## config.mk

```make
export PLATFORM = sky130hd
export DESIGN_NAME = adc_sample_channel_sorter_core
export DESIGN_NICKNAME = d
export VERILOG_FILES = /design/src/sv/ascs_pkg.sv /design/src/sv/ascs_queue.sv /design/src/sv/ascs_front.sv /design/src/sv/ascs_back.sv /design/src/sv/adc_sample_channel_sorter_core.sv
export SDC_FILE = /design/constraint.sdc
export NUM_CORES = 1
export LEC_CHECK = 0
export CORE_UTILIZATION = 25
export CTS_CLUSTER_SIZE = 25
export DETAILED_ROUTE_END_ITERATION = 12
export DONT_BUFFER_PORTS = 1
export PLACE_DENSITY = 0.5
export SLEW_MARGIN = 20
export SYNTH_ARGS = -nofsm -noshare
export SYNTH_HDL_FRONTEND = slang
export SYNTH_HIERARCHICAL = 1
export SYNTH_SLANG_ARGS = --single-unit
```

## constraint.sdc

```tcl
create_clock -name clk -period 7.7 [get_ports clk]
set_input_delay 1.54 -clock clk [delete_from_list [all_inputs] [get_ports clk]]
set_output_delay 1.54 -clock clk [all_outputs]
set_load 0.05 [all_outputs]
```

## src/sv/ascs_pkg.sv

```systemverilog
`default_nettype none
package ascs_pkg;

  localparam int LIMIT_W = 13;
  localparam int MASK_W = 7;
  localparam int TAG_W = 4;
  localparam int VALUE_W = 12;
  localparam int CHAN_W = 3;
  localparam int INDEX_W = 12;

  // Configuration register indexes.
  localparam logic [1:0] REG_FETCH_LIMIT = 2'd0;
  localparam logic [1:0] REG_BUFFER_LIMIT = 2'd1;
  localparam logic [1:0] REG_CHANNEL_MASK = 2'd2;

  // Job kinds handed from the front end to the back end.
  localparam logic [1:0] KIND_START = 2'd0;
  localparam logic [1:0] KIND_SAMPLE = 2'd1;
  localparam logic [1:0] KIND_BAD = 2'd2;
  localparam logic [1:0] KIND_NOCHAN = 2'd3;

  typedef struct packed {
    logic                cmd;
    logic [TAG_W-1:0]    channel_tag;
    logic [VALUE_W-1:0]  sample_value;
  } in_item_t;

  typedef struct packed {
    logic                store_valid;
    logic [CHAN_W-1:0]   store_channel;
    logic [INDEX_W-1:0]  store_index;
    logic [VALUE_W-1:0]  store_value;
    logic [MASK_W-1:0]   active_channels;
    logic                run_done;
    logic                bad_tag;
  } out_item_t;

  typedef struct packed {
    logic [1:0]          kind;
    logic [CHAN_W-1:0]   chan;
    logic [VALUE_W-1:0]  value;
  } job_t;

  typedef struct packed {
    logic [LIMIT_W-1:0]  fetch_limit;
    logic [LIMIT_W-1:0]  buffer_limit;
    logic [MASK_W-1:0]   channel_mask;
  } cfg_t;

endpackage
`default_nettype wire

```

## src/sv/ascs_queue.sv

```systemverilog
`default_nettype none
module ascs_queue #(
  parameter int WIDTH = 8,
  parameter int DEPTH = 2
) (
  input  wire logic             clk,
  input  wire logic             rst_n,
  input  wire logic             push,
  input  wire logic [WIDTH-1:0] push_data,
  output logic                  full,
  input  wire logic             pop,
  output logic                  empty,
  output logic [WIDTH-1:0]      pop_data
);

  localparam int PTR_W = (DEPTH > 1) ? $clog2(DEPTH) : 1;
  localparam int CNT_W = $clog2(DEPTH + 1);

  logic [WIDTH-1:0] mem_r [DEPTH];
  logic [PTR_W-1:0] wr_ptr_r, wr_ptr_nxt;
  logic [PTR_W-1:0] rd_ptr_r, rd_ptr_nxt;
  logic [CNT_W-1:0] count_r, count_nxt;
  logic do_push, do_pop;

  assign full = (count_r == CNT_W'(DEPTH));
  assign empty = (count_r == '0);
  assign do_push = push && !full;
  assign do_pop = pop && !empty;
  assign pop_data = mem_r[rd_ptr_r];

  always_comb begin
    wr_ptr_nxt = wr_ptr_r;
    rd_ptr_nxt = rd_ptr_r;
    count_nxt = count_r;
    if (do_push) begin
      wr_ptr_nxt = (wr_ptr_r == PTR_W'(DEPTH - 1)) ? '0 : wr_ptr_r + PTR_W'(1);
    end
    if (do_pop) begin
      rd_ptr_nxt = (rd_ptr_r == PTR_W'(DEPTH - 1)) ? '0 : rd_ptr_r + PTR_W'(1);
    end
    if (do_push && !do_pop) begin
      count_nxt = count_r + CNT_W'(1);
    end else if (do_pop && !do_push) begin
      count_nxt = count_r - CNT_W'(1);
    end
  end

  always_ff @(posedge clk) begin
    if (!rst_n) begin
      wr_ptr_r <= '0;
      rd_ptr_r <= '0;
      count_r <= '0;
    end else begin
      wr_ptr_r <= wr_ptr_nxt;
      rd_ptr_r <= rd_ptr_nxt;
      count_r <= count_nxt;
    end
  end

  always_ff @(posedge clk) begin
    if (do_push) begin
      mem_r[wr_ptr_r] <= push_data;
    end
  end

endmodule
`default_nettype wire

```

## src/sv/ascs_front.sv

```systemverilog
`default_nettype none
module ascs_front
  import ascs_pkg::*;
#(
  parameter int CHANNELS = 7
) (
  input  wire in_item_t item,
  output job_t          job
);

  // Only the first seven channels have a mask bit and a buffer.
  localparam int NCH = (CHANNELS < MASK_W) ? CHANNELS : MASK_W;

  always_comb begin
    job.chan = item.channel_tag[CHAN_W-1:0];
    job.value = item.sample_value;
    if (!item.cmd) begin
      job.kind = KIND_START;
    end else if ({1'b0, item.channel_tag} >= (TAG_W + 1)'(CHANNELS)) begin
      job.kind = KIND_BAD;
    end else if ({1'b0, item.channel_tag} >= (TAG_W + 1)'(NCH)) begin
      job.kind = KIND_NOCHAN;
    end else begin
      job.kind = KIND_SAMPLE;
    end
  end

endmodule
`default_nettype wire

```

## src/sv/ascs_back.sv

```systemverilog
`default_nettype none
module ascs_back
  import ascs_pkg::*;
#(
  parameter int CHANNELS = 7,
  parameter int MAX_SAMPLES = 4096
) (
  input  wire logic      clk,
  input  wire logic      rst_n,
  input  wire cfg_t      cfg,
  input  wire logic      job_valid,
  input  wire job_t      job,
  output logic           job_take,
  input  wire logic      res_full,
  output logic           res_push,
  output out_item_t      res
);

  localparam int NCH = (CHANNELS < MASK_W) ? CHANNELS : MASK_W;
  localparam int IDX_W = (NCH > 1) ? $clog2(NCH) : 1;
  localparam int MAX_LIM = (MAX_SAMPLES > 8191) ? 8191 : MAX_SAMPLES;
  localparam logic [MASK_W-1:0] CHAN_BITS = MASK_W'((1 << NCH) - 1);

  logic [LIMIT_W-1:0] counts_r [NCH];
  logic [MASK_W-1:0]  act_r, act_nxt;
  logic [LIMIT_W-1:0] lim, lim_a;
  logic [LIMIT_W-1:0] cnt, cnt_inc;
  logic [IDX_W-1:0]   idx;
  logic               cnt_write;

  assign job_take = job_valid && !res_full;
  assign res_push = job_take;
  assign idx = job.chan[IDX_W-1:0];
  assign cnt = counts_r[idx];
  assign cnt_inc = cnt + LIMIT_W'(1);

  always_comb begin
    lim_a = (cfg.buffer_limit < cfg.fetch_limit) ? cfg.buffer_limit : cfg.fetch_limit;
    lim = (lim_a > LIMIT_W'(MAX_LIM)) ? LIMIT_W'(MAX_LIM) : lim_a;
  end

  always_comb begin
    act_nxt = act_r;
    cnt_write = 1'b0;
    res = '0;
    case (job.kind)
      KIND_START: begin
        act_nxt = cfg.channel_mask & CHAN_BITS;
      end
      KIND_BAD: begin
        res.bad_tag = 1'b1;
      end
      KIND_SAMPLE: begin
        if (act_r[job.chan]) begin
          if (cnt < lim) begin
            cnt_write = 1'b1;
            res.store_valid = 1'b1;
            res.store_channel = job.chan;
            res.store_index = cnt[INDEX_W-1:0];
            res.store_value = job.value;
            if (cnt_inc >= lim) begin
              act_nxt[job.chan] = 1'b0;
            end
          end else begin
            act_nxt[job.chan] = 1'b0;
          end
        end
      end
      default: begin
      end
    endcase
    res.active_channels = act_nxt;
    res.run_done = (act_nxt == '0);
  end

  always_ff @(posedge clk) begin
    if (!rst_n) begin
      act_r <= '0;
      for (int i = 0; i < NCH; i++) begin
        counts_r[i] <= '0;
      end
    end else if (job_take) begin
      act_r <= act_nxt;
      if (job.kind == KIND_START) begin
        for (int i = 0; i < NCH; i++) begin
          counts_r[i] <= '0;
        end
      end else if (cnt_write) begin
        counts_r[idx] <= cnt_inc;
      end
    end
  end

endmodule
`default_nettype wire

```

## src/sv/adc_sample_channel_sorter_core.sv

```systemverilog
`default_nettype none
// Channel   Ports                                   Direction  Transaction when
// input     in_push, in_full, in_data               in         in_push && !in_full
// result    out_pop, out_empty, out_data            out        out_pop && !out_empty
// config    cfg_we, cfg_index, cfg_wdata            in         cfg_we
//
// Every input transaction yields exactly one result transaction.
// An accepted transaction passes through the job queue and the back end into
// the result queue, from which it can be popped; one is accepted per cycle
// when results are popped as fast as they appear.
// The rate is set by the count read-modify-write in the back end.
// Reset (rst_n low, synchronous) empties both queues, clears all counts, the
// active set and the configuration registers; the block is ready at once.
// Each side stalls on its own: in_full rises only when the job queue is full.
module adc_sample_channel_sorter_core
  import ascs_pkg::*;
#(
  parameter int CHANNELS = 7,
  parameter int MAX_SAMPLES = 4096
) (
  input  wire logic               clk,
  input  wire logic               rst_n,
  input  wire logic               in_push,
  output logic                    in_full,
  input  wire in_item_t           in_data,
  output logic                    out_empty,
  input  wire logic               out_pop,
  output out_item_t               out_data,
  input  wire logic               cfg_we,
  input  wire logic [1:0]         cfg_index,
  input  wire logic [LIMIT_W-1:0] cfg_wdata
);

  localparam int JOB_W = $bits(job_t);
  localparam int RES_W = $bits(out_item_t);
  localparam int NCH = (CHANNELS < MASK_W) ? CHANNELS : MASK_W;
  localparam logic [MASK_W-1:0] CHAN_BITS = MASK_W'((1 << NCH) - 1);

  cfg_t cfg_r;

  job_t      front_job;
  job_t      mid_job;
  logic      mid_empty;
  logic      mid_pop;
  logic      res_full;
  logic      res_push;
  out_item_t res_item;
  logic [RES_W-1:0] out_bits;

  // Configuration registers. Writes must land only while the block is idle (the
  // block does not enforce this), as the back end uses them without shadow copies.
  always_ff @(posedge clk) begin
    if (!rst_n) begin
      cfg_r <= '0;
    end else if (cfg_we) begin
      case (cfg_index)
        REG_FETCH_LIMIT: cfg_r.fetch_limit <= cfg_wdata;
        REG_BUFFER_LIMIT: cfg_r.buffer_limit <= cfg_wdata;
        REG_CHANNEL_MASK: cfg_r.channel_mask <= cfg_wdata[MASK_W-1:0];
        default: begin
        end
      endcase
    end
  end

  // The front end sorts each word into a start, a sample, a bad tag or a
  // channel that has no mask bit, and drops it into the job queue.
  ascs_front #(
    .CHANNELS(CHANNELS)
  ) u_front (
    .item(in_data),
    .job (front_job)
  );

  ascs_queue #(
    .WIDTH(JOB_W),
    .DEPTH(2)
  ) u_job_q (
    .clk      (clk),
    .rst_n    (rst_n),
    .push     (in_push),
    .push_data(front_job),
    .full     (in_full),
    .pop      (mid_pop),
    .empty    (mid_empty),
    .pop_data (mid_job)
  );

  // The back end owns the per-channel counts and the active set and builds
  // one result per job.
  ascs_back #(
    .CHANNELS   (CHANNELS),
    .MAX_SAMPLES(MAX_SAMPLES)
  ) u_back (
    .clk      (clk),
    .rst_n    (rst_n),
    .cfg      (cfg_r),
    .job_valid(!mid_empty),
    .job      (mid_job),
    .job_take (mid_pop),
    .res_full (res_full),
    .res_push (res_push),
    .res      (res_item)
  );

  // The result queue decouples the back end from the consumer.
  ascs_queue #(
    .WIDTH(RES_W),
    .DEPTH(2)
  ) u_res_q (
    .clk      (clk),
    .rst_n    (rst_n),
    .push     (res_push),
    .push_data(res_item),
    .full     (res_full),
    .pop      (out_pop),
    .empty    (out_empty),
    .pop_data (out_bits)
  );

  assign out_data = out_item_t'(out_bits);

`ifndef NO_ASSERTIONS
  // run_done must agree with the active set it travels with.
  a_done_matches: assert property (@(posedge clk) disable iff (!rst_n)
    !out_empty |-> (out_data.run_done == (out_data.active_channels == '0)))
    else $error("run_done disagrees with active_channels");

  // A bad tag never produces a store.
  a_bad_no_store: assert property (@(posedge clk) disable iff (!rst_n)
    (!out_empty && out_data.bad_tag) |-> !out_data.store_valid)
    else $error("store issued for a bad tag");

  // The active set never holds a channel that does not exist.
  a_act_in_range: assert property (@(posedge clk) disable iff (!rst_n)
    !out_empty |-> ((out_data.active_channels & ~CHAN_BITS) == '0))
    else $error("active set holds a nonexistent channel");

  // A job leaving the job queue always produces a result in the same cycle.
  a_job_to_result: assert property (@(posedge clk) disable iff (!rst_n)
    mid_pop |-> (res_push && !res_full))
    else $error("job consumed without a result");
`endif

endmodule
`default_nettype wire

```

==> flow_summary_export.csv <==
group,metric,value,unit
outcome,status,"completed",
detailed_routing,routed_wl,31500,um
global_route,overflow,0,
timing,fin_skew,0.0110,ns
global_route,antenna_found_initial,1,
detailed_routing,dr.pass1.iters,7,
synth,netlist_area,12500,um2
global_route,grt_pass1_vias,7474,
floorplanning,io_pins,76,
synth,synth_common_cells,"edfxtp_1 (212), nor2_1 (138), nand2_1 (77)",
timing,tns,0,ns
cells_and_area,areaGrowthSynthToFinish,12.0,%
cells_and_area,final-instance-count-excl-fill,1662,
timing,timing.fmax,156,MHz
power_and_ir_drop,irDropWorstVdd,0.177,mV
critical_path,worstSetupEndpointType,"flop",
clock_tree,postCtsSetupBuffers,0,
timing,max-slew-margin-rel,0.341,
timing,setup_viol_count_final,0,
synth,synthTopCellsByArea,"edfxtp_1 (51%), dfxtp_1 (8.0%), mux2i_1 (5.8%)",
synth,yosys_register_bits,262,
clock_tree,cts_tree,"built",
timing,slew_violations,0,
floorplanning,die-area,50700,um2
power_and_ir_drop,leakage,5.23,nW
timing,fin_crit,6.43,ns
synth,ys.flop_type,"edfxtp_1",
cells_and_area,final_nets,1054,
synth,yosys.area.top_type,"edfxtp_1",
flow_run,max-cap-violations,0,
worst_hold_path,min_path_type,"flop to flop",
critical_path,r2r_cells,16,
detailed_routing,dr.first_iter.drc_count,616,
critical_path,crit_path_start_kind,"flop",
critical_path,reg2reg_slack,1.27,ns
clock_tree,ctsRootBufferMaster,"clkbuf_16",
synth,yosys.cell_count.top_type,"edfxtp_1",
detailed_routing,drt.antenna.violating_nets,0,
clock_tree,hold_buffers,0,
timing,worst_pin_slew,0.988,ns
global_route,grt_pass1_wl,47000,um
detailed_routing,wl_per_cell,19.0,um
critical_path,arrival,6.62,ns
synth,postSynth.asyncResetShare,0,
synth,synth_edf_count,212,
clock_tree,cts.clk_slew.worst_paths,0.05,ns
timing,finalHoldViolCount,0,
floorplanning,start_util,0.254,
cells_and_area,fillerInstances,5068,
critical_path,crit_fanout,28,
floorplanning,core,49100,um2
placement,dp.cells,1609,
placement,place.gp.congestion,0.902,
detailed_routing,vias,7363,
detailed_routing,vias_per_cell,4.43,
floorplanning,rows,81,
clock_tree,clkSinkCount,262,
synth,synth_top_cell_area_share,0.511,
placement,post-dp-hpwl,22100,um
timing,fin_crit_sh,0.834,
global_route,grt_usage,0.124,
floorplanning,fp.dieH,225,um
global_route,grt_max_degree,67,
cells_and_area,drive_gt1_frac,0.157,
critical_path,crit_end,"u_back/counts_r[5][1]$_SDFFCE_PN0P_",
cells_and_area,n_antenna_cell,0,
clock_tree,htreeDepth,1,
clock_tree,ctsResizeCount,0,
critical_path,crit_type,"flop to flop",
placement,port_buffers,0,
detailed_routing,remaining_drc_errors,0,
worst_hold_path,min_path_cells,2,
synth,yosysWarnings,6,
power_and_ir_drop,p_per_area,402,nW/um2
timing,rsz0062_at_grt,"no",
synth,synth_area_per_cell,12.7,um2
critical_path,cp_data_required_time,7.89,ns
floorplanning,die_w,225,um
synth,netlist-cell-type-count,69,
clock_tree,clock_latency,0.57,ns
critical_path,r2r-end,"u_back/counts_r[5][1]$_SDFFCE_PN0P_",
clock_tree,cts_made_buffers,29,
synth,postSynthCellCount,978,
clock_tree,clockBufferDepth,3,
synth,yosysSeqAreaShare,0.592,
-- cell usage in the layout, fill, tap and decap left out, types with 13 or more instances in the layout --
| master | synthesis | final |
|---|---|---|
| edfxtp_1 | 212 | 212 |
| and2_1 | 24 | 24 |
| nand2_1 | 77 | 77 |
| mux2_2 | 58 | 58 |
| nor2b_1 | 21 | 21 |
| mux2i_1 | 72 | 72 |
| clkbuf_16 | 0 | 29 |
| dfxtp_1 | 50 | 49 |
| conb_1 | 1 | 13 |
| ha_1 | 41 | 41 |
| nor2_1 | 138 | 138 |
| o21ai_0 | 15 | 15 |
| inv_1 | 43 | 43 |
| buf_4 | 22 | 19 |
| a21oi_1 | 19 | 19 |
-- logic make-up (layout without fill, tap and decap cells) --
group,count (synthesis),count (layout),synth area share
buffers and inverters,110,118,0.0480
XOR/XNOR,17,17,0.0156
AO/OA/AOI/OAI,85,85,0.0458
AND/OR/NAND/NOR,317,317,0.121
adder cells (fa/ha/maj),41,41,0.0412
other,1,13,0.000301
flip-flops,262,262,0.592
multiplexers,145,145,0.136
-- where the power goes --
part / internal (W) / switching (W) / leakage, nW
combinational: 0.000672 / 0.00159 / 2.28
clock: 0.000760 / 0.000561 / 0.439
sequential: 0.00190 / 0.000132 / 2.51
-- routing by layer --
layer,track usage,vias to the layer above,part of all wire
met4,0.0287,2,0.020
met1,0.168,3634,0.46
met3,0.0279,49,0.061
li1,-,3473,-
met5,0,-,0.00060
met2,0.202,205,0.46
-- worst min path at each step --
stage,from,end,slack [ns]
6_report,cfg_r[25]$_SDFFE_PN0P_,cfg_r[25]$_SDFFE_PN0P_,0.46
5_1_grt,cfg_r[22]$_SDFFE_PN0P_,cfg_r[22]$_SDFFE_PN0P_,0.47
4_1_cts,cfg_r[21]$_SDFFE_PN0P_,cfg_r[21]$_SDFFE_PN0P_,0.46
3_5_place_dp,cfg_r[21]$_SDFFE_PN0P_,cfg_r[21]$_SDFFE_PN0P_,0.45
3_3_place_gp,cfg_r[26]$_SDFFE_PN0P_,cfg_r[26]$_SDFFE_PN0P_,0.45
2_1_floorplan,cfg_r[21]$_SDFFE_PN0P_,cfg_r[21]$_SDFFE_PN0P_,0.43
-- stage by stage --
step	hold WS (ns)	util	area, um2	setup WS [ns]	power [W]
floorplan	0.435	-	12500	2.79	0.00370
global route	0.475	0.284	14000	0.944	0.00589
finish	0.458	0.284	14000	1.27	0.00561
CTS	0.461	0.284	14000	1.32	0.00567
detailed placement	0.452	0.266	13100	1.37	0.00433
global placement	0.447	0.266	13100	1.55	0.00432
-- critical path, cell delays in order, from the launching register on --
cell       delay (ns)
dfxtp_1          0.43
mux2_2           0.62
buf_4            0.32
inv_1            0.51
a21oi_1          0.08
nor4_1           0.64
inv_1            0.18
ha_1             0.33
nor2b_1          0.13
o31ai_1          0.22
a2111oi_0        0.17
a2111oi_2        0.58
nand3_1          0.13
buf_4            0.23
nor2_1           0.20
nand3_1          0.52
nand2_1          0.74
-- flip-flops by register name, indices dropped and copies added, names as in the netlist, named ones only --
signal	count
u_res_q/rd_ptr_r	1
u_job_q/rd_ptr_r	1
u_job_q/count_r	2
cfg_r	33
u_back/counts_r	104
u_job_q/wr_ptr_r	1
u_res_q/count_r	2
u_back/act_r	7
u_res_q/mem_r	74
u_res_q/wr_ptr_r	1
u_job_q/mem_r	34
-- final cells by class --
| class | instances | area, um2 | share of cell area |
|---|---|---|---|
| sequential | 262 | 7370 | 0.528 |
| multi-input combinational | 618 | 4540 | 0.325 |
| clock buffer | 43 | 808 | 0.0579 |
| clock inverter | 10 | 90.1 | 0.00646 |
| tap | 664 | 831 | 0.0596 |
| inverter | 46 | 173 | 0.0124 |
| timing repair buffer | 19 | 143 | 0.0102 |
Note: power is estimated with default switching activity, not from simulation.
